--- src/rtl/lzd_pkg.sv ---
`timescale 1ns / 1ps
// ----------------------------------------------------------------------------
// lzd_pkg: shared types and constants
// Types and codes used by the bit-flag LZ77 decompressor modules.
// ----------------------------------------------------------------------------
package lzd_pkg;

    typedef enum logic [3:0] {
        PH_KIND  = 4'd0,
        PH_SEL   = 4'd1,
        PH_S1    = 4'd2,
        PH_S2    = 4'd3,
        PH_LIT   = 4'd4,
        PH_SDIST = 4'd5,
        PH_LB1   = 4'd6,
        PH_LB2   = 4'd7,
        PH_LB3   = 4'd8,
        PH_DONE  = 4'd9
    } phase_t;

    typedef enum logic [1:0] {
        CMD_LIT  = 2'd0,
        CMD_COPY = 2'd1,
        CMD_END  = 2'd2,
        CMD_NONE = 2'd3
    } cmd_kind_t;

    // One command from the parser to the copy engine.
    typedef struct packed {
        cmd_kind_t  kind;
        logic       restart;
        logic [7:0] lit;
        logic [8:0] len;
        logic [13:0] distance;
    } cmd_t;

    localparam logic [15:0] LONG_BASE = 16'hE000;
    localparam logic [7:0]  LEN_MASK  = 8'h07;

endpackage

--- src/rtl/lzd_fifo.sv ---
`timescale 1ns / 1ps
// ----------------------------------------------------------------------------
// lzd_fifo: command queue
// Two-entry queue between the parser and the copy engine.
// ----------------------------------------------------------------------------
module lzd_fifo (
    input  logic          clk,
    input  logic          rst_n,
    input  lzd_pkg::cmd_t wr_data,
    input  logic          wr_valid,
    output logic          wr_ready,
    output lzd_pkg::cmd_t rd_data,
    output logic          rd_valid,
    input  logic          rd_ready
);
    import lzd_pkg::*;

    cmd_t       mem_reg [2];
    logic       wp_reg, wp_next, rp_reg, rp_next;
    logic [1:0] cnt_reg, cnt_next;
    logic       push, pop;

    assign wr_ready = cnt_reg != 2'd2;
    assign rd_valid = cnt_reg != 2'd0;
    assign rd_data  = mem_reg[rp_reg];
    assign push     = wr_valid && wr_ready;
    assign pop      = rd_valid && rd_ready;

    always_comb
    begin
        wp_next  = push ? ~wp_reg : wp_reg;
        rp_next  = pop ? ~rp_reg : rp_reg;
        cnt_next = cnt_reg + {1'b0, push} - {1'b0, pop};
    end

    always_ff @(posedge clk)
    begin
        if (push)
        begin
            mem_reg[wp_reg] <= wr_data;
        end
    end

    always_ff @(posedge clk or negedge rst_n)
    begin
        if (!rst_n)
        begin
            wp_reg  <= 1'b0;
            rp_reg  <= 1'b0;
            cnt_reg <= '0;
        end
        else
        begin
            wp_reg  <= wp_next;
            rp_reg  <= rp_next;
            cnt_reg <= cnt_next;
        end
    end

    ap_count: assert property (@(posedge clk) disable iff (!rst_n)
        cnt_reg <= 2'd2)
        else $error("queue count overflow");
    ap_ptrs: assert property (@(posedge clk) disable iff (!rst_n)
        (cnt_reg == 2'd0 || cnt_reg == 2'd2) |-> wp_reg == rp_reg)
        else $error("queue pointers inconsistent");
    ap_push: assert property (@(posedge clk) disable iff (!rst_n)
        (push && !pop) |=> cnt_reg == $past(cnt_reg) + 2'd1)
        else $error("queue count lost a push");
endmodule

--- config.mk ---
export PLATFORM = sky130hd
export DESIGN_NAME = lzd_fifo
export DESIGN_NICKNAME = d
export VERILOG_FILES = /design/src/rtl/lzd_pkg.sv /design/src/rtl/lzd_fifo.sv
export SDC_FILE = /design/constraint.sdc
export NUM_CORES = 1
export LEC_CHECK = 0
export BUFFER_PORTS_ARGS = -buffer_cell sky130_fd_sc_hd__buf_2
export CORE_ASPECT_RATIO = 1.5
export CORE_MARGIN = 1
export CORE_UTILIZATION = 50
export DETAILED_ROUTE_END_ITERATION = 10
export GPL_ROUTABILITY_DRIVEN = 0
export GPL_TIMING_DRIVEN = 0
export PLACE_DENSITY_LB_ADDON = 0.08
export SYNTH_ARGS = -nofsm -noshare
export SYNTH_HDL_FRONTEND = slang
export SYNTH_SLANG_ARGS = --single-unit
--- constraint.sdc ---
create_clock -name clk -period 4.4 [get_ports clk]
set_clock_uncertainty 0.15 [all_clocks]
set_input_delay 0.88 -clock clk [delete_from_list [all_inputs] [get_ports clk]]
set_output_delay 0.88 -clock clk [all_outputs]
set_load 0.05 [all_outputs]
==> impl_metrics.ini, run 1 <==
[clock_network]
cts_num_sinks = 72
hold_buffers = 0
clock_latency_ns = 0.33
cts_root_buf = clkbuf_8
cts_buffers = 9
cts_setup_buffers = 0
clkTransAtPathRegs_ns = 0.07
cts_resized = 0
htree_levels = 3
cts_tree = built
cts.path.max_buffers = 2

[logic_synthesis]
yosysTopAreaCellShare_pct = 73.51
synth_common_cells = edfxtp_1 (68), mux2_4 (29), mux2_2 (5), buf_6 (4), dfrtp_1 (4)
yosysTopAreaCell = edfxtp_1
synth-seq-cells = 72
yosysMostFrequentCell = edfxtp_1
netlist_top_cells_area = edfxtp_1 (74%), mux2_4 (16%), dfrtp_1 (3.6%)
syn_nets = 163
synth_ff_type = edfxtp_1
synthArstFlopShare_pct = 5.556
yosys_warnings = 0
synth_edf_count = 68
ys_seq_area_share_pct = 77.12
synth_cell_types = 15
syn_area_um2 = 2778
synth_area_per_cell_um2 = 22.58
synthCells = 123

[sta]
timing.fmax_mhz = 392.2
slew_headroom_pct = 34.49
setup_tns_ns = 0
finalCriticalPeriod_ns = 2.550
rsz0062_at_grt = no
tightest_slew_ns = 0.9804
finalSetupViolCount = 0
post-route-period-util_pct = 57.95
hold_viol_final = 0
hold_slack_ns = 0.1915
slew_violations = 0

[finish]
num-fill-cells = 384
finish.instance_area_um2 = 3446
diodes = 0
largest_reg_flops = 68
instances_no_fill = 279
nNetsFinal = 247
areaGrowthSynthToFinish_pct = 24.05
layout-drive-gt1-share_pct = 60.66

[worst_setup_path]
worst-r2r-setup-slack_ns = 2.41
crit_fanout = 10
cp.arrival_ns = 1.52
end_kind = output port
critPathKind = flop to output port
worstPathRequired_ns = 3.37
startpoint_type = flop

[drt]
via_per_inst = 4.939
vias = 1378
wirelength_um = 4145
drtAntennaViolNets = 0
drt_iter0_markers = 35
drc = 0
wl_per_cell_um = 14.86
dr.pass1.iters = 4

[grt]
grt_pass1_wl_um = 6541
grt.total_usage_pct = 15.82
overflow = 0
grt_max_degree = 35
grt_pass1_vias = 1446
antenna_found_initial = 0

[power_and_ir_drop]
pwr-share-seq_pct = 36.0
intPower_uw = 1662
leakage_uw = 0.001399
clockPowerShare_pct = 19.5
power.share.switching_pct = 39.74
p_sw_uw = 1096
vdd_ir_drop_max_v = 0.0005153
power_density_nw_per_um2 = 800.5
power_frac_comb_pct = 44.5

[placed_design]
dpl_cell_area_um2 = 3237
io_buffers = 73
place_inst = 264

[floorplanning]
die_y_um = 93.29
die_area_um2 = 5863
core_region_area_um2 = 5245
die_x_um = 62.86
start_util_pct = 52.96
pin_count = 74
num_rows = 32

[hold_path]
hp-class = input pin to asynchronous set/reset pin

[run_status]
outcome = completed

[flow_run]
cap_violations = 0
-- area by class of cell --
class                           instances  area (um^2)  area share (%)
Buffer                                  4        45.04           1.307
Clock buffer                            9        123.9           3.595
Clock inverter                          6        85.08           2.469
Inverter                                1        3.754          0.1089
Multi-Input combinational cell         46        595.6           17.28
Sequential cell                        72         2142           62.16
Tap cell                               68        85.08           2.469
Timing Repair Buffer                   73        365.4           10.60
-- critical path, stage by stage, from the launching register on --
cell	delay, ns
dfrtp_1	0.34
buf_6	0.14
buf_6	0.18
mux2_4	0.32
buf_2	0.21
-- final timing paths --
check | depth (start not counted) | end | startpoint
hold / removal | 1 | wp_reg$_DFFE_PN0N_ | rst_n
setup / recovery | 4 | rd_data[32] | rp_reg$_DFFE_PN0P_
max in group asynchronous | 1 | rp_reg$_DFFE_PN0P_ | rst_n
setup reg to reg | 3 | mem_reg[0][4]$_DFFE_PP_ | cnt_reg[0]$_DFF_PN0_
hold reg to reg | 1 | wp_reg$_DFFE_PN0N_ | wp_reg$_DFFE_PN0N_
min in group clk | 1 | wp_reg$_DFFE_PN0N_ | wp_reg$_DFFE_PN0N_
-- layer usage --
layer | GRT usage, % | wire length, um | up-vias
met5 | 0 | 0 | -
met4 | 11.24 | 123 | 0
met3 | 5.000 | 236 | 11
met2 | 28.62 | 2320 | 54
met1 | 14.77 | 1464 | 671
li1 | - | - | 642
-- logic make-up (layout without fill, tap and decap cells) --
kind of cell / after synthesis / in the layout / synth area share, %
muxes: 34 / 34 / 17.70
adders and majority gates: 2 / 2 / 0.9008
and+or+nand+nor: 6 / 6 / 1.261
xor gates and xnor gates: 4 / 4 / 1.261
buffers and inverters: 5 / 93 / 1.757
DFF: 72 / 72 / 77.12
-- placed cells by master (no fill, tap or decap) --
cell        instances
buf_2              73
edfxtp_1           68
mux2_4             29
clkbuf_8            9
mux2_2              5
buf_6               4
dfrtp_1             4
xnor2_1             3
ha_1                2
bufinv_16           2
or2_1               1
and2_4              1
inv_1               1
nand2b_1            1
nand2_1             1
and3_2              1
nor2_4              1
xor2_1              1
clkinv_2            1
clkinv_4            1
clkinvlp_4          1
clkinv_1            1
-- power groups by stage --
stage	Combinational, uW	Sequential, uW	Clock, uW
floorplan	1030	992	0
global placement	1220	1000	0
detailed placement	1240	1010	0
CTS	1240	995	552
global route	1290	1010	574
finish	1230	993	537
-- through the flow --
step / utilization, % / total power [uW] / worst slack [ns]
4_1_cts: 65.70 / 2791 / 1.820
5_1_grt: 65.70 / 2872 / 1.772
2_1_floorplan: - / 2022 / 1.364
3_3_place_gp: 61.55 / 2218 / 0.6966
6_report: 65.70 / 2759 / 1.850
3_5_place_dp: 61.71 / 2250 / 1.934
Note: power is estimated with default switching activity, not from simulation.
==> inputs of run 2 (changes only) <==
Settings changed: ABC_AREA set to 1, CORE_UTILIZATION 50 to 47.
Clock period 4.4 ns to 2.2 ns, I/O delays scaled along.
==> run 2 against run 1 <==
  * Non-clock buffer count rose by 4
  * Register-to-register slack got worse by 2.2 ns
  * Flip-flop and latch count stayed put
  * Highest routed layer unchanged
==> impl_metrics.ini, run 2 <==
[run_status]
outcome = completed

[placed_design]
io_buffers = 73
detailed_place_hpwl_um = 2936
place_inst = 352
post-place-ws_ns = -0.05423

[grt]
grt_use_met2_pct = 29.39
antenna_found_initial = 0
grt_max_degree = 35
grt.total_usage_pct = 16.61
grt_pass1_wl_um = 7279
busiest_layer = met2
use_met1_pct = 16.76
overflow = 0
grtUsageMet3_pct = 5.687
grt_pass1_vias = 1678

[sta]
slew_violations = 0
hold_slack_ns = 0.1413
finalCriticalPeriod_ns = 2.062
post-route-period-util_pct = 93.71
rsz0062_at_grt = no
tightest_slew_ns = 0.9996
timing.fmax_mhz = 485.1
slew_headroom_pct = 33.20
setup_ws_ns = 0.1385
finalSetupViolCount = 0
hold_viol_final = 0

[drt]
vias = 1713
drc = 0
dr.pass1.iters = 4
wirelength_um = 4500
drt_iter0_markers = 83
via_per_inst = 4.642
wl_per_cell_um = 12.20
drtAntennaViolNets = 0

[logic_synthesis]
yosys_warnings = 0
yosysTopAreaCellShare_pct = 73.88
synth_cell_types = 12
syn_nets = 249
yosysTopAreaCell = edfxtp_1
synthArstFlopShare_pct = 5.556
syn_area_um2 = 2764
synth_ff_type = edfxtp_1
yosysMostFrequentCell = nand2_1
synth_common_cells = nand2_1 (105), edfxtp_1 (68), nand2_2 (10), inv_1 (8)
synth_edf_count = 68
synth-seq-cells = 72
ys_seq_area_share_pct = 77.50
synthCells = 209
synth_area_per_cell_um2 = 13.22
netlist_top_cells_area = edfxtp_1 (74%), nand2_1 (14%), dfrtp_1 (3.6%)

[finish]
areaGrowthSynthToFinish_pct = 23.68
largest_reg_flops = 68
layout-drive-gt1-share_pct = 35.45
nNetsFinal = 334
final_common_cell = nand2_1
instances_no_fill = 369
diodes = 0
layout_common_cells = nand2_1 (105), buf_2 (73), edfxtp_1 (68)

[clock_network]
htree_levels = 3
clock_latency_ns = 0.33
cts_buffers = 9
cts_tree = built
clkTransAtPathRegs_ns = 0.07
cts_num_sinks = 72
cts.path.max_buffers = 2
cts_root_buf = clkbuf_8
cts_setup_buffers = 0

[worst_setup_path]
crit_fanout = 10
critPathKind = flop to output port
startpoint_type = flop
worstPathRequired_ns = 1.61
startpoint = rp_reg$_DFFE_PN0P_
cp.arrival_ns = 1.47
reg2regPathDepth = 3
end_kind = output port
r2r-start = cnt_reg[1]$_DFF_PN0_

[hold_path]
holdPathStages = 1
hp-start = wr_data[31]
hp-class = input pin to flop

[floorplanning]
die_y_um = 95.92
num_rows = 33
pin_count = 74
die_area_um2 = 6198
die_x_um = 64.62
core_region_area_um2 = 5574
start_util_pct = 49.58

[flow_run]
cap_violations = 0
-- run 2: final cells by class --
class,instances,area (um^2)
fill,492,2156
sequential,72,2142
multi-input combinational,121,508.0
timing repair buffer,74,375.4
clock buffer,12,135.1
tap,70,87.58
buffer,7,80.08
clock inverter,4,45.04
inverter,9,45.04
-- run 2: cell families (layout without fill, tap and decap cells) --
family / Yosys count / in the layout / synth area share [%]
DFF: 72 / 72 / 77.50
and+or+nand+nor: 119 / 119 / 17.20
buffers and inverters: 16 / 106 / 4.391
adders and majority gates: 2 / 2 / 0.9052
-- run 2: what timing repair did --
item / 4_1_cts / 5_1_grt
hold buffers: 1 / 0
gates resized for setup: 1 / 0
endpoints found under the setup margin: 34 / 0
hold endpoints to repair: 4 / 0
-- run 2: worst max-delay path: stages (launching register included) --
cell and delay [ns]:
dfrtp_1 0.38, buf_6 0.15, inv_8 0.08, buf_12 0.14
nand2_2 0.05, nand2_1 0.07, buf_2 0.26
-- run 2: worst paths after layout --
| kind | to | slack (ns) |
|---|---|---|
| worst max-delay path | rd_data[9] | 0.14 |
| worst min-delay path | mem_reg[0][31]$_DFFE_PP_ | 0.14 |
| worst max register to register | mem_reg[1][10]$_DFFE_PP_ | 0.22 |
| worst min register to register | wp_reg$_DFFE_PN0N_ | 0.34 |
| max in group asynchronous | rp_reg$_DFFE_PN0P_ | 1.48 |
| min in group asynchronous | cnt_reg[1]$_DFF_PN0_ | 0.29 |
-- run 2: metrics by stage --
stage	TNS, ns	util (%)	cell area (um^2)
6_report	0	61.32	3418
5_1_grt	0	61.32	3418
4_1_cts	0	61.32	3418
3_5_place_dp	-1.764	57.85	3224
3_3_place_gp	-0.9308	57.85	3224
2_1_floorplan	0	-	2771
-- run 2: layer usage --
| layer | wire length, um | share of wire (%) |
|---|---|---|
| met5 | 0 | 0 |
| met3 | 232 | 5.2 |
| met2 | 2384 | 53 |
| met4 | 95 | 2.1 |
| met1 | 1788 | 40 |
Power of run 2 is not shown: default switching activity piles up to over one toggle a cycle in this logic, so the estimate is an artifact.
