[config.mk]
export PLATFORM = sky130hd
export DESIGN_NAME = lzd_parser_flat
export DESIGN_NICKNAME = d
export VERILOG_FILES = /design/src/rtl/lzd_pkg.sv /design/src/rtl/lzd_if.sv /design/src/rtl/lzd_parser.sv /design/src/flat_wrapper.sv
export SDC_FILE = /design/constraint.sdc
export NUM_CORES = 1
export LEC_CHECK = 0
export BUFFER_PORTS_ARGS = -buffer_cell sky130_fd_sc_hd__buf_2
export CAP_MARGIN = 30
export CORE_MARGIN = 3
export CORE_UTILIZATION = 35
export CTS_CLUSTER_DIAMETER = 30
export DETAILED_ROUTE_END_ITERATION = 12
export HOLD_SLACK_MARGIN = 0.15
export SYNTH_ARGS = -nofsm -noshare
export SYNTH_HDL_FRONTEND = slang
export SYNTH_SLANG_ARGS = --single-unit
[constraint.sdc]
create_clock -name clk -period 8.2 [get_ports clk]
set_input_delay 1.64 -clock clk [delete_from_list [all_inputs] [get_ports clk]]
set_output_delay 1.64 -clock clk [all_outputs]
set_load 0.01 [all_outputs]
[src/rtl/lzd_pkg.sv]
`timescale 1ns / 1ps
// ----------------------------------------------------------------------------
// lzd_pkg: shared types and constants
// Types and codes used by the bit-flag LZ77 decompressor modules.
// ----------------------------------------------------------------------------
package lzd_pkg;

    typedef enum logic [3:0] {
        PH_KIND  = 4'd0,
        PH_SEL   = 4'd1,
        PH_S1    = 4'd2,
        PH_S2    = 4'd3,
        PH_LIT   = 4'd4,
        PH_SDIST = 4'd5,
        PH_LB1   = 4'd6,
        PH_LB2   = 4'd7,
        PH_LB3   = 4'd8,
        PH_DONE  = 4'd9
    } phase_t;

    typedef enum logic [1:0] {
        CMD_LIT  = 2'd0,
        CMD_COPY = 2'd1,
        CMD_END  = 2'd2,
        CMD_NONE = 2'd3
    } cmd_kind_t;

    // One command from the parser to the copy engine.
    typedef struct packed {
        cmd_kind_t  kind;
        logic       restart;
        logic [7:0] lit;
        logic [8:0] len;
        logic [13:0] distance;
    } cmd_t;

    localparam logic [15:0] LONG_BASE = 16'hE000;
    localparam logic [7:0]  LEN_MASK  = 8'h07;

endpackage

[src/rtl/lzd_if.sv]
`timescale 1ns / 1ps
// ----------------------------------------------------------------------------
// lzd_in_if / lzd_out_if: stream channels
// Valid/ready channels for compressed input and decompressed results.
// ----------------------------------------------------------------------------
interface lzd_in_if;
    logic       valid;
    logic       ready;
    logic [7:0] in_byte;
    logic       stream_start;
    modport source (output valid, output in_byte, output stream_start, input ready);
    modport sink   (input valid, input in_byte, input stream_start, output ready);
endinterface


[src/rtl/lzd_parser.sv]
`timescale 1ns / 1ps
// ----------------------------------------------------------------------------
// lzd_parser: front end
// Takes compressed bytes, tracks flag words and emits one command per byte.
// ----------------------------------------------------------------------------
module lzd_parser (
    input  logic          clk,
    input  logic          rst_n,
    lzd_in_if.sink        in_ch,
    output lzd_pkg::cmd_t cmd,
    output logic          cmd_valid,
    input  logic          cmd_ready
);
    import lzd_pkg::*;

    phase_t      phase_reg, phase_next;
    logic [15:0] flag_reg, flag_next;
    logic [4:0]  left_reg, left_next;
    logic        held_reg, held_next;
    logic [7:0]  hold_reg, hold_next;
    logic [8:0]  len_reg, len_next;
    logic [13:0] dist_reg, dist_next;
    cmd_t        cmd_next;

    logic        fire;
    phase_t      ph0;
    logic [4:0]  left0;
    logic [15:0] span;

    assign in_ch.ready = cmd_ready;
    assign cmd_valid   = in_ch.valid;
    assign fire        = in_ch.valid && cmd_ready;
    assign cmd         = cmd_next;

    // Byte step, then up to four flag bits are consumed (a kind needs at most four).
    always_comb
    begin
        ph0       = in_ch.stream_start ? PH_KIND : phase_reg;
        flag_next = in_ch.stream_start ? 16'd0 : flag_reg;
        left0     = in_ch.stream_start ? 5'd0 : left_reg;
        held_next = in_ch.stream_start ? 1'b0 : held_reg;
        hold_next = in_ch.stream_start ? 8'd0 : hold_reg;
        len_next  = in_ch.stream_start ? 9'd0 : len_reg;
        dist_next = in_ch.stream_start ? 14'd0 : dist_reg;
        phase_next = ph0;
        left_next  = left0;
        span       = '0;
        cmd_next.kind     = CMD_NONE;
        cmd_next.restart  = in_ch.stream_start;
        cmd_next.lit      = in_ch.in_byte;
        cmd_next.len      = '0;
        cmd_next.distance = '0;
        if (ph0 != PH_DONE)
        begin
            if (left0 == 5'd0)
            begin
                if (!held_next)
                begin
                    hold_next = in_ch.in_byte;
                    held_next = 1'b1;
                end
                else
                begin
                    flag_next = {in_ch.in_byte, hold_next};
                    left_next = 5'd16;
                    held_next = 1'b0;
                end
            end
            else
            begin
                case (ph0)
                    PH_LIT:
                    begin
                        cmd_next.kind = CMD_LIT;
                        phase_next = PH_KIND;
                    end
                    PH_SDIST:
                    begin
                        cmd_next.kind     = CMD_COPY;
                        cmd_next.len      = len_next;
                        cmd_next.distance = 14'd256 - {6'd0, in_ch.in_byte};
                        len_next = '0;
                        phase_next = PH_KIND;
                    end
                    PH_LB1:
                    begin
                        hold_next = in_ch.in_byte;
                        phase_next = PH_LB2;
                    end
                    PH_LB2:
                    begin
                        span = {3'd0, in_ch.in_byte[7:3], hold_next} | LONG_BASE;
                        dist_next = 14'((17'h10000 - {1'b0, span}));
                        len_next = {6'd0, in_ch.in_byte[2:0] & LEN_MASK[2:0]} + 9'd2;
                        if (in_ch.in_byte[2:0] == 3'd0)
                        begin
                            phase_next = PH_LB3;
                        end
                        else
                        begin
                            cmd_next.kind     = CMD_COPY;
                            cmd_next.len      = len_next;
                            cmd_next.distance = dist_next;
                            len_next = '0;
                            phase_next = PH_KIND;
                        end
                    end
                    PH_LB3:
                    begin
                        if (in_ch.in_byte == 8'd0)
                        begin
                            cmd_next.kind = CMD_END;
                            phase_next = PH_DONE;
                        end
                        else
                        begin
                            if (in_ch.in_byte != 8'd1)
                            begin
                                cmd_next.kind     = CMD_COPY;
                                cmd_next.len      = {1'b0, in_ch.in_byte} + 9'd1;
                                cmd_next.distance = dist_next;
                            end
                            len_next = '0;
                            phase_next = PH_KIND;
                        end
                    end
                    default:
                    begin
                    end
                endcase
                left_next = left0;
            end
            for (int i = 0; i < 4; i++)
            begin
                if (left_next != 5'd0 && phase_next != PH_DONE &&
                    (phase_next == PH_KIND || phase_next == PH_SEL ||
                     phase_next == PH_S1 || phase_next == PH_S2))
                begin
                    case (phase_next)
                        PH_KIND: phase_next = flag_next[0] ? PH_LIT : PH_SEL;
                        PH_SEL:  phase_next = flag_next[0] ? PH_LB1 : PH_S1;
                        PH_S1:
                        begin
                            len_next = {7'd0, flag_next[0], 1'b0};
                            phase_next = PH_S2;
                        end
                        default:
                        begin
                            len_next = (len_next | {8'd0, flag_next[0]}) + 9'd2;
                            phase_next = PH_SDIST;
                        end
                    endcase
                    flag_next = flag_next >> 1;
                    left_next = left_next - 5'd1;
                end
            end
        end
    end

    always_ff @(posedge clk or negedge rst_n)
    begin
        if (!rst_n)
        begin
            phase_reg <= PH_KIND;
            flag_reg  <= '0;
            left_reg  <= '0;
            held_reg  <= 1'b0;
            hold_reg  <= '0;
            len_reg   <= '0;
            dist_reg  <= '0;
        end
        else if (fire)
        begin
            phase_reg <= phase_next;
            flag_reg  <= flag_next;
            left_reg  <= left_next;
            held_reg  <= held_next;
            hold_reg  <= hold_next;
            len_reg   <= len_next;
            dist_reg  <= dist_next;
        end
    end

    ap_done_stays: assert property (@(posedge clk) disable iff (!rst_n)
        (fire && phase_reg == PH_DONE && !in_ch.stream_start) |-> cmd_next.kind == CMD_NONE)
        else $error("command issued after end of stream");
    ap_left_range: assert property (@(posedge clk) disable iff (!rst_n)
        left_reg <= 5'd16)
        else $error("flag count out of range");
    ap_end_phase: assert property (@(posedge clk) disable iff (!rst_n)
        (fire && cmd_next.kind == CMD_END) |=> phase_reg == PH_DONE)
        else $error("end code did not stop parser");
endmodule

[src/flat_wrapper.sv]
// flat-port wrapper written by rule: the top's interface ports become plain ports
module lzd_parser_flat import lzd_pkg::*;
  (clk, rst_n, cmd, cmd_valid, cmd_ready, in_ch_valid, in_ch_in_byte, in_ch_stream_start, in_ch_ready);
  lzd_in_if in_ch_i ();
  input  logic clk;
  input  logic rst_n;
  output lzd_pkg::cmd_t cmd;
  output logic cmd_valid;
  input  logic cmd_ready;
  input wire logic [$bits(in_ch_i.valid)-1:0] in_ch_valid;
  input wire logic [$bits(in_ch_i.in_byte)-1:0] in_ch_in_byte;
  input wire logic [$bits(in_ch_i.stream_start)-1:0] in_ch_stream_start;
  output wire logic [$bits(in_ch_i.ready)-1:0] in_ch_ready;
  assign in_ch_i.valid = in_ch_valid;
  assign in_ch_i.in_byte = in_ch_in_byte;
  assign in_ch_i.stream_start = in_ch_stream_start;
  assign in_ch_ready = in_ch_i.ready;
  lzd_parser u_core (.clk(clk), .rst_n(rst_n), .in_ch(in_ch_i), .cmd(cmd), .cmd_valid(cmd_valid), .cmd_ready(cmd_ready));
endmodule
==> results.json, run 1 <==
{
  "synthTopCellsByArea": "dfrtp_1 19%, nand2_1 6.0%, mux2i_1 5.2%",
  "n_antenna_cell": 0,
  "critPathCaptureType": "flip-flop",
  "place_ws_ns": 0.230,
  "largest_register_ffs": 16,
  "slew_headroom_pct": 33.3,
  "critPathArrivalTime_ns": 7.79,
  "setup_violations": 0,
  "critical-path-slowest-cell": "or3b_2",
  "clk_latency_ns": 0.34,
  "htreeDepth": 3,
  "ys_top_cells_by_count": "118 x nand2_1, 98 x nor2_1, 68 x o21ai_0, 57 x dfrtp_1, 50 x clkbuf_1",
  "synth.avg_cell_area_sq_um": 7.44,
  "peakVddDrop_uv": 292,
  "synth_ff_type": "dfrtp_1",
  "post-cts-setup-buffers": 0,
  "ant_nets": 0,
  "fin_crit_ns": 7.57,
  "leakage_nw": 3.22,
  "powerDensity_nw_per_um2": 504,
  "die_y_um": 151,
  "hold_viol": 0,
  "synth_top_area_share_pct": 19.5,
  "route.detailed.drc": 0,
  "fmax_mhz": 132,
  "worst_pin_slew_ns": 0.993,
  "synth_edf_count": 0,
  "fin_crit_sh_pct": 92.3,
  "cts_buffer_depth": 2,
  "clk_pin_slew_ns": 0.06,
  "fin_ws_ns": 0.631,
  "syn_to_final_growth_pct": 10.9,
  "boundaryPins": 49,
  "syn_inst": 984,
  "rsz0062_at_grt": "false",
  "port_buffers": 48,
  "status": "completed",
  "skew_ns": 0.00702,
  "cp_common_cell": "ha_1",
  "drt_wl_total_mm": 25.2,
  "syn_nets": 1013,
  "grt_max_degree": 58,
  "die_w_um": 151,
  "cpPeakStageDelay_ns": 0.50,
  "dpl.cell_count": 1253,
  "min_path_type": "reg2reg",
  "cts_root_buf": "clkbuf_16",
  "cts_tree": "built",
  "rows": 52,
  "synth_top_cell_by_area": "dfrtp_1",
  "syn_area_sq_um": 7320,
  "fin_cells": 1269,
  "grt_pass1_wl_mm": 40.2,
  "slew_viol_final": 0,
  "yosysSeqAreaShare_pct": 19.5,
  "cts_buffers": 9,
  "holdWs_ns": 0.482,
  "startpoint_type": "input port",
  "coreArea_sq_um": 20400,
  "fin_setup_tns_ns": 0,
  "grt_overflow": 0,
  "worstPathRequired_ns": 8.42,
  "layout-drive-gt1-share_pct": 16.2,
  "synth.most_common_cell": "nand2_1",
  "die_area_sq_um": 22700,
  "drt_first_pass_iters": 6,
  "antenna_found_initial": 0,
  "via_per_inst": 6.21,
  "async_flop_share_pct": 100,
  "start_util_pct": 36.0,
  "route.vias.total": 7886,
  "n_fill_cell": 2138,
  "grt_usage_pct": 22.2,
  "synth.distinct_cells": 94,
  "yosys_register_bits": 57,
  "final_util_pct": 39.9,
  "dpl.hpwl_mm": 18.8,
  "cts_sinks": 57,
  "holdBufCountCts": 0,
  "crit_fanout": 12,
  "wl_per_cell_um": 19.8,
  "num-nets-final": 1023,
  "crit_type": "in2reg",
  "routabilityCongestion": 0.969,
  "grt_pass1_vias": 7195,
  "ctsResizeCount": 0,
  "maxCapViolations": 0,
  "yosysWarnings": 0,
  "drt_first_iter_violations": 905
}
worst paths after layout:
kind                                     startpoint                 end  slack, ns  cells after the start
worst max register to register  u_core.phase_reg[0]   u_core.len_reg[7]       1.87                     26
worst min register to register   u_core.flag_reg[0]  u_core.flag_reg[0]       0.48                      2
min in group asynchronous                     rst_n  u_core.dist_reg[9]       1.46                      2
worst max-delay path               in_ch_in_byte[1]   u_core.len_reg[7]       0.63                     29
max in group asynchronous                     rst_n   u_core.len_reg[1]       6.20                      2
worst min-delay path             u_core.flag_reg[0]  u_core.flag_reg[0]       0.48                      2
layout make-up:
type                            count  area [sq um]  share of cell area (%)
Clock buffer                       10           239                    2.94
Clock inverter                      6           115                    1.42
Inverter                           12          45.0                   0.555
Multi-Input combinational cell    833          5470                    67.3
Sequential cell                    57          1430                    17.6
Tap cell                          270           338                    4.16
Timing Repair Buffer               81           489                    6.02
report_power, final:
group	switching, mW	internal [mW]	total (mW)
clock	0.145	0.306	0.451
combinational	1.94	1.16	3.10
sequential	0.160	0.376	0.537
cells by family after synthesis:
logic type	count (synthesis)	synth area share [%]
compound gates	318	30.3
xor+xnor	34	4.07
fa+ha+maj	17	2.87
buf+inv	94	6.10
flops	57	19.5
mux	69	9.96
simple gates	395	27.3
per-layer routing:
layer	wire, um	GRT usage, %	up-vias
met5	0	0	-
met4	737	6.44	0
met3	1680	3.28	53
met2	11300	34.8	310
met1	11400	31.6	3781
li1	-	-	3742
stage by stage:
step           power, mW  cell area [sq um]
4_1_cts             4.04               8110
6_report            4.09               8120
5_1_grt             4.41               8120
3_5_place_dp        3.56               7760
2_1_floorplan       2.83               7340
3_3_place_gp        3.54               7740
worst max-delay path, delay by kind of cell:
family / cells / cell delay (ns)
fa+ha+maj: 4 / 1.01
buf+inv: 5 / 0.93
simple gates: 10 / 2.15
xor+xnor: 2 / 0.40
compound gates: 8 / 1.64
placed cells by master (no fill, tap or decap), types with 12 or more instances in the layout:
cell	instances
nand2b_1	15
mux2_2	31
buf_2	49
a22oi_1	15
nand3_1	28
inv_1	12
nand4_1	13
nand2_1	117
a22o_1	17
o21ai_0	68
xnor2_1	25
ha_1	16
o211ai_1	12
buf_4	31
dfrtp_1	57
mux2i_1	38
a31oi_1	30
nor3_1	26
nor2_1	96
a21oi_1	49
and3_1	17
Note: power is estimated with default switching activity, not from simulation.
==> run 2, diff against run 1 <==
--- a/config.mk
+++ b/config.mk
@@ -12,6 +12,7 @@
 export CTS_CLUSTER_DIAMETER = 30
 export DETAILED_ROUTE_END_ITERATION = 12
 export HOLD_SLACK_MARGIN = 0.15
+export PLACE_DENSITY = 0.57
 export SYNTH_ARGS = -nofsm -noshare
 export SYNTH_HDL_FRONTEND = slang
 export SYNTH_SLANG_ARGS = --single-unit
==> run 2 against run 1 <==
  * Cell count shrank 0.16%
  * Core utilization decreased by 0.36 points
  * Combinational power is essentially flat
  * Via count fell by 0.33%
  * Clock-buffer cell count shrank 1
  * Worst hold slack worse by 0.012 ns
  * Wire length up 3.7%
  * Global-route usage is 1.0 points higher
  * Sequential power about the same
  * Design area is 0.89% lower
  * Highest routed layer is now met5
  * Largest cell class unchanged
  * Non-clock buffer count shrank 1
  * Register-to-register slack lost 0.19 ns
==> results.json, run 2 (synthesis gave the netlist of run 1 again) <==
{
  "status": "completed",
  "post-cts-setup-buffers": 0,
  "critPathCaptureType": "flip-flop",
  "cts_buffers": 9,
  "multi_input_area_sq_um": 5470,
  "die_area_sq_um": 22700,
  "cts_sinks": 57,
  "largest_register_ffs": 16,
  "final_cell_mix": "117 x nand2_1, 96 x nor2_1, 68 x o21ai_0",
  "min_path_type": "reg2reg",
  "worst_pin_slew_ns": 0.950,
  "die_y_um": 151,
  "grt_usage_pct": 23.2,
  "grt_overflow": 0,
  "seq_area_sq_um": 1430,
  "fmax_mhz": 131,
  "rows": 52,
  "slew_viol_final": 0,
  "rsz0062_at_grt": "false",
  "drt_first_iter_violations": 1016,
  "min_to": "u_core.flag_reg[0]",
  "final_common_cell": "nand2_1",
  "fin_crit_sh_pct": 92.8,
  "holdBufCountCts": 0,
  "ctsResizeCount": 0,
  "die_w_um": 151,
  "hold_depth": 2,
  "grt_pass1_wl_mm": 41.6,
  "port_buffers": 48,
  "clk_latency_ns": 0.36,
  "setup_violations": 0,
  "fin_ws_ns": 0.590,
  "peakVddDrop_uv": 241,
  "startpoint": "in_ch_in_byte[1]",
  "min_from": "u_core.flag_reg[0]",
  "wl_per_cell_um": 20.6,
  "crit_fanout": 11,
  "syn_to_final_growth_pct": 9.91,
  "route.detailed.drc": 0,
  "maxCapViolations": 0,
  "cts_tree": "built",
  "critPathArrivalTime_ns": 7.84,
  "via_per_inst": 6.20,
  "cts_buffer_depth": 2,
  "htreeDepth": 3,
  "crit_type": "in2reg",
  "grt_pass1_vias": 7372,
  "cp_common_cell": "nand2_1",
  "r2r_end": "u_core.len_reg[7]",
  "ant_nets": 0,
  "dpl.hpwl_mm": 19.3,
  "clk_pin_slew_ns": 0.06,
  "hold_viol": 0,
  "cpPeakStageDelay_ns": 0.50,
  "fin_crit_ns": 7.61,
  "powerDensity_nw_per_um2": 498,
  "antenna_found_initial": 1,
  "leakage_nw": 3.19,
  "num-nets-final": 1022,
  "coreArea_sq_um": 20400,
  "start_util_pct": 36.0,
  "n_fill_cell": 2143,
  "grt_max_degree": 58,
  "critical-path-slowest-cell": "or3b_2",
  "layout-drive-gt1-share_pct": 16.0,
  "cts_root_buf": "clkbuf_16",
  "boundaryPins": 49,
  "slew_headroom_pct": 36.7,
  "n_antenna_cell": 0,
  "drt_first_pass_iters": 6,
  "r2r_slack_ns": 1.68,
  "skew_ns": 0.0201,
  "reg2reg_depth": 28,
  "route.vias.total": 7860,
  "fin_setup_tns_ns": 0,
  "worstPathRequired_ns": 8.43,
  "rr_startpoint": "u_core.left_reg[0]",
  "place_ws_ns": 0.295,
  "routabilityCongestion": 0.929,
  "startpoint_type": "input port",
  "drt_wl_total_mm": 26.1
}
==> run 2: cell count changes in the layout (fill, tap and decap cells not counted) <==
cell and delta:
bufinv_16 -2, a21o_2 +1, a21o_4 -1, buf_4 -1, buf_6 -1, clkbuf_4 +1, clkbuf_8 -1, clkinv_2 +1
inv_6 +1, nor2_2 -1, nor2_4 +1
==> run 2: stage by stage <==
stage	instances	total power, mW	instance area [sq um]	util (%)	hold slack [ns]
2_1_floorplan	984	2.83	7340	-	0.440
3_3_place_gp	1249	3.56	7730	37.9	0.454
3_5_place_dp	1251	3.55	7740	38.0	0.459
4_1_cts	1266	3.96	8030	39.5	0.472
5_1_grt	1267	4.35	8050	39.5	0.499
6_report	1267	4.01	8050	39.5	0.470
==> run 2: final cells by class <==
cell class                      instances  share of cell area (%)
Timing Repair Buffer                   80                    5.94
Inverter                               12                   0.560
Clock buffer                            9                    2.80
Tap cell                              270                    4.20
Multi-Input combinational cell        833                    67.9
Sequential cell                        57                    17.7
Clock inverter                          6                   0.855
==> run 2: critical path: cells and delay by family <==
kind / cells / cell delay, ns
compound gates: 8 / 2.01
xor+xnor: 1 / 0.18
fa+ha+maj: 4 / 1.02
buf+inv: 4 / 0.71
simple gates: 12 / 2.25
==> run 2: how the worst max path moves through the flow <==
stage | to | slack (ns) | cells past startpoint
after global placement | u_core.len_reg[7] | 0.47 | 29
final | u_core.len_reg[7] | 0.59 | 29
after detailed placement | u_core.len_reg[7] | 0.30 | 29
after CTS | u_core.len_reg[7] | 0.65 | 29
after global routing | u_core.flag_reg[13] | 0.02 | 28
after floorplan | u_core.len_reg[7] | 0.01 | 39
==> run 2: metal layers <==
| metal | wire length, um | vias up | part of all wire (%) | global-route usage (%) |
|---|---|---|---|---|
| li1 | - | 3724 | - | - |
| met5 | 7 | - | 0.027 | 0 |
| met3 | 1920 | 64 | 7.4 | 3.67 |
| met4 | 996 | 2 | 3.8 | 9.07 |
| met2 | 11400 | 297 | 44 | 35.3 |
| met1 | 11700 | 3773 | 45 | 33.0 |
==> run 2: power breakdown <==
part	leakage [nW]	internal, mW	switching (mW)
clock	0.142	0.235	0.160
sequential	0.742	0.376	0.164
combinational	2.31	1.15	1.93
==> run 3, diff against run 2 <==
==> constraint.sdc (replaced) <==
create_clock -name clk -period 9.76 [get_ports clk]
set_input_delay 1.952 -clock clk [delete_from_list [all_inputs] [get_ports clk]]
set_output_delay 1.952 -clock clk [all_outputs]
set_load 0.01 [all_outputs]
==> run 3 against run 2 <==
  * Sequential cell count unchanged
  * Wire length decreased by 0.38%
  * Global-route usage decreased by 0.12 points
  * Clock-buffer cell count increased by 3
  * Clock power decreased by 15%
  * Die area unchanged
  * Cell count decreased by 0.47%
  * Sequential share of layout area increased by 0.11 points
  * Sequential power decreased by 16%
  * Clock skew decreased by 0.011 ns
  * Design area decreased by 0.59%
  * Non-clock buffer count decreased by 7
==> results.json, run 3 (synthesis gave the netlist of run 1 again) <==
{
  "ctsResizeCount": 0,
  "antenna_found_initial": 0,
  "num-nets-final": 1015,
  "start_util_pct": 36.0,
  "clk_latency_ns": 0.35,
  "critPathCaptureType": "flip-flop",
  "drt_wl_total_mm": 26.0,
  "powerDensity_nw_per_um2": 420,
  "wl_per_cell_um": 20.6,
  "cts_root_buf": "clkbuf_16",
  "largest_register_ffs": 16,
  "cts_buffers": 9,
  "route.vias.total": 7836,
  "slew_headroom_pct": 33.5,
  "leakage_nw": 3.16,
  "final_cell_mix": "118 x nand2_1, 98 x nor2_1, 68 x o21ai_0",
  "crit_fanout": 28,
  "cts_buffer_depth": 2,
  "final_common_cell": "nand2_1",
  "rows": 52,
  "syn_to_final_growth_pct": 9.26,
  "startpoint": "in_ch_in_byte[1]",
  "startpoint_type": "input port",
  "die_y_um": 151,
  "critPathArrivalTime_ns": 9.06,
  "fin_setup_tns_ns": 0,
  "reg2reg_depth": 29,
  "fin_crit_ns": 8.79,
  "port_buffers": 48,
  "die_w_um": 151,
  "peakVddDrop_uv": 232,
  "worstPathRequired_ns": 10.03,
  "hold_viol": 0,
  "skew_ns": 0.00947,
  "boundaryPins": 49,
  "holdWs_ns": 0.484,
  "htreeDepth": 3,
  "layout-drive-gt1-share_pct": 15.1,
  "cts_sinks": 57,
  "coreArea_sq_um": 20400,
  "setup_violations": 0,
  "r2r_end": "u_core.len_reg[6]",
  "critical-path-slowest-cell": "nor3b_1",
  "n_antenna_cell": 0,
  "rr_startpoint": "u_core.left_reg[0]",
  "route.detailed.drc": 0,
  "drt_first_pass_iters": 5,
  "die_area_sq_um": 22700,
  "grt_overflow": 0,
  "grt_pass1_vias": 7103,
  "grt_usage_pct": 23.1,
  "dpl.hpwl_mm": 19.4,
  "cts_tree": "built",
  "post-cts-setup-buffers": 0,
  "slew_viol_final": 0,
  "cp_common_cell": "buf_4",
  "status": "completed",
  "holdBufCountCts": 0,
  "ant_nets": 0,
  "grt_pass1_wl_mm": 41.3,
  "clk_pin_slew_ns": 0.06,
  "grt_max_degree": 58,
  "cpPeakStageDelay_ns": 0.60,
  "rsz0062_at_grt": "false",
  "fmax_mhz": 114,
  "crit_type": "in2reg",
  "routabilityCongestion": 0.967,
  "maxCapViolations": 0,
  "crit_end": "u_core.len_reg[6]",
  "fin_crit_sh_pct": 90.1,
  "r2r_slack_ns": 2.31,
  "min_path_type": "reg2reg",
  "via_per_inst": 6.21,
  "drt_first_iter_violations": 805,
  "worst_pin_slew_ns": 0.990
}
[run 3: worst min-delay path by stage]
| stage | depth (start not counted) | from | endpoint |
|---|---|---|---|
| 2_1_floorplan | 2 | u_core.flag_reg[0] | u_core.flag_reg[0] |
| 3_3_place_gp | 2 | u_core.flag_reg[2] | u_core.flag_reg[2] |
| 3_5_place_dp | 2 | u_core.flag_reg[2] | u_core.flag_reg[2] |
| 4_1_cts | 2 | u_core.flag_reg[2] | u_core.flag_reg[2] |
| 5_1_grt | 2 | u_core.flag_reg[3] | u_core.flag_reg[3] |
| 6_report | 2 | u_core.dist_reg[10] | u_core.dist_reg[10] |
[run 3: power breakdown]
group          switching [mW]  leakage (nW)  internal, mW
combinational            1.63          2.27         0.948
clock                   0.123         0.149         0.211
sequential              0.136         0.742         0.316
[run 3: cell type report]
cell class	instances	area, sq um
Fill cell	2119	12400
Multi-Input combinational cell	833	5460
Sequential cell	57	1430
Timing Repair Buffer	73	429
Tap cell	270	338
Clock buffer	12	256
Clock inverter	4	51.3
Inverter	12	45.0
[run 3: critical path: cells and delay by family]
kind                       cells  cell delay, ns
AOI/OAI and AO/OA              6            1.27
xor gates and xnor gates       2            0.50
adders and majority gates      4            1.01
buffers and inverters          8            1.71
and+or+nand+nor               12            2.58
[run 3: through the flow]
step	cells	utilization (%)	total power, mW	worst slack [ns]	area, sq um
6_report	1261	39.3	3.36	0.967	8000
3_3_place_gp	1243	37.7	2.96	1.04	7680
3_5_place_dp	1245	37.8	2.97	0.725	7690
5_1_grt	1261	39.3	3.63	0.254	8000
2_1_floorplan	984	-	2.37	0.521	7320
4_1_cts	1261	39.3	3.32	1.07	8000
[run 3: metal layers]
layer | part of all wire (%) | GRT usage [%]
met1 | 46 | 33.3
met2 | 44 | 34.5
met3 | 6.0 | 3.46
met4 | 4.2 | 9.43
met5 | 0 | 0
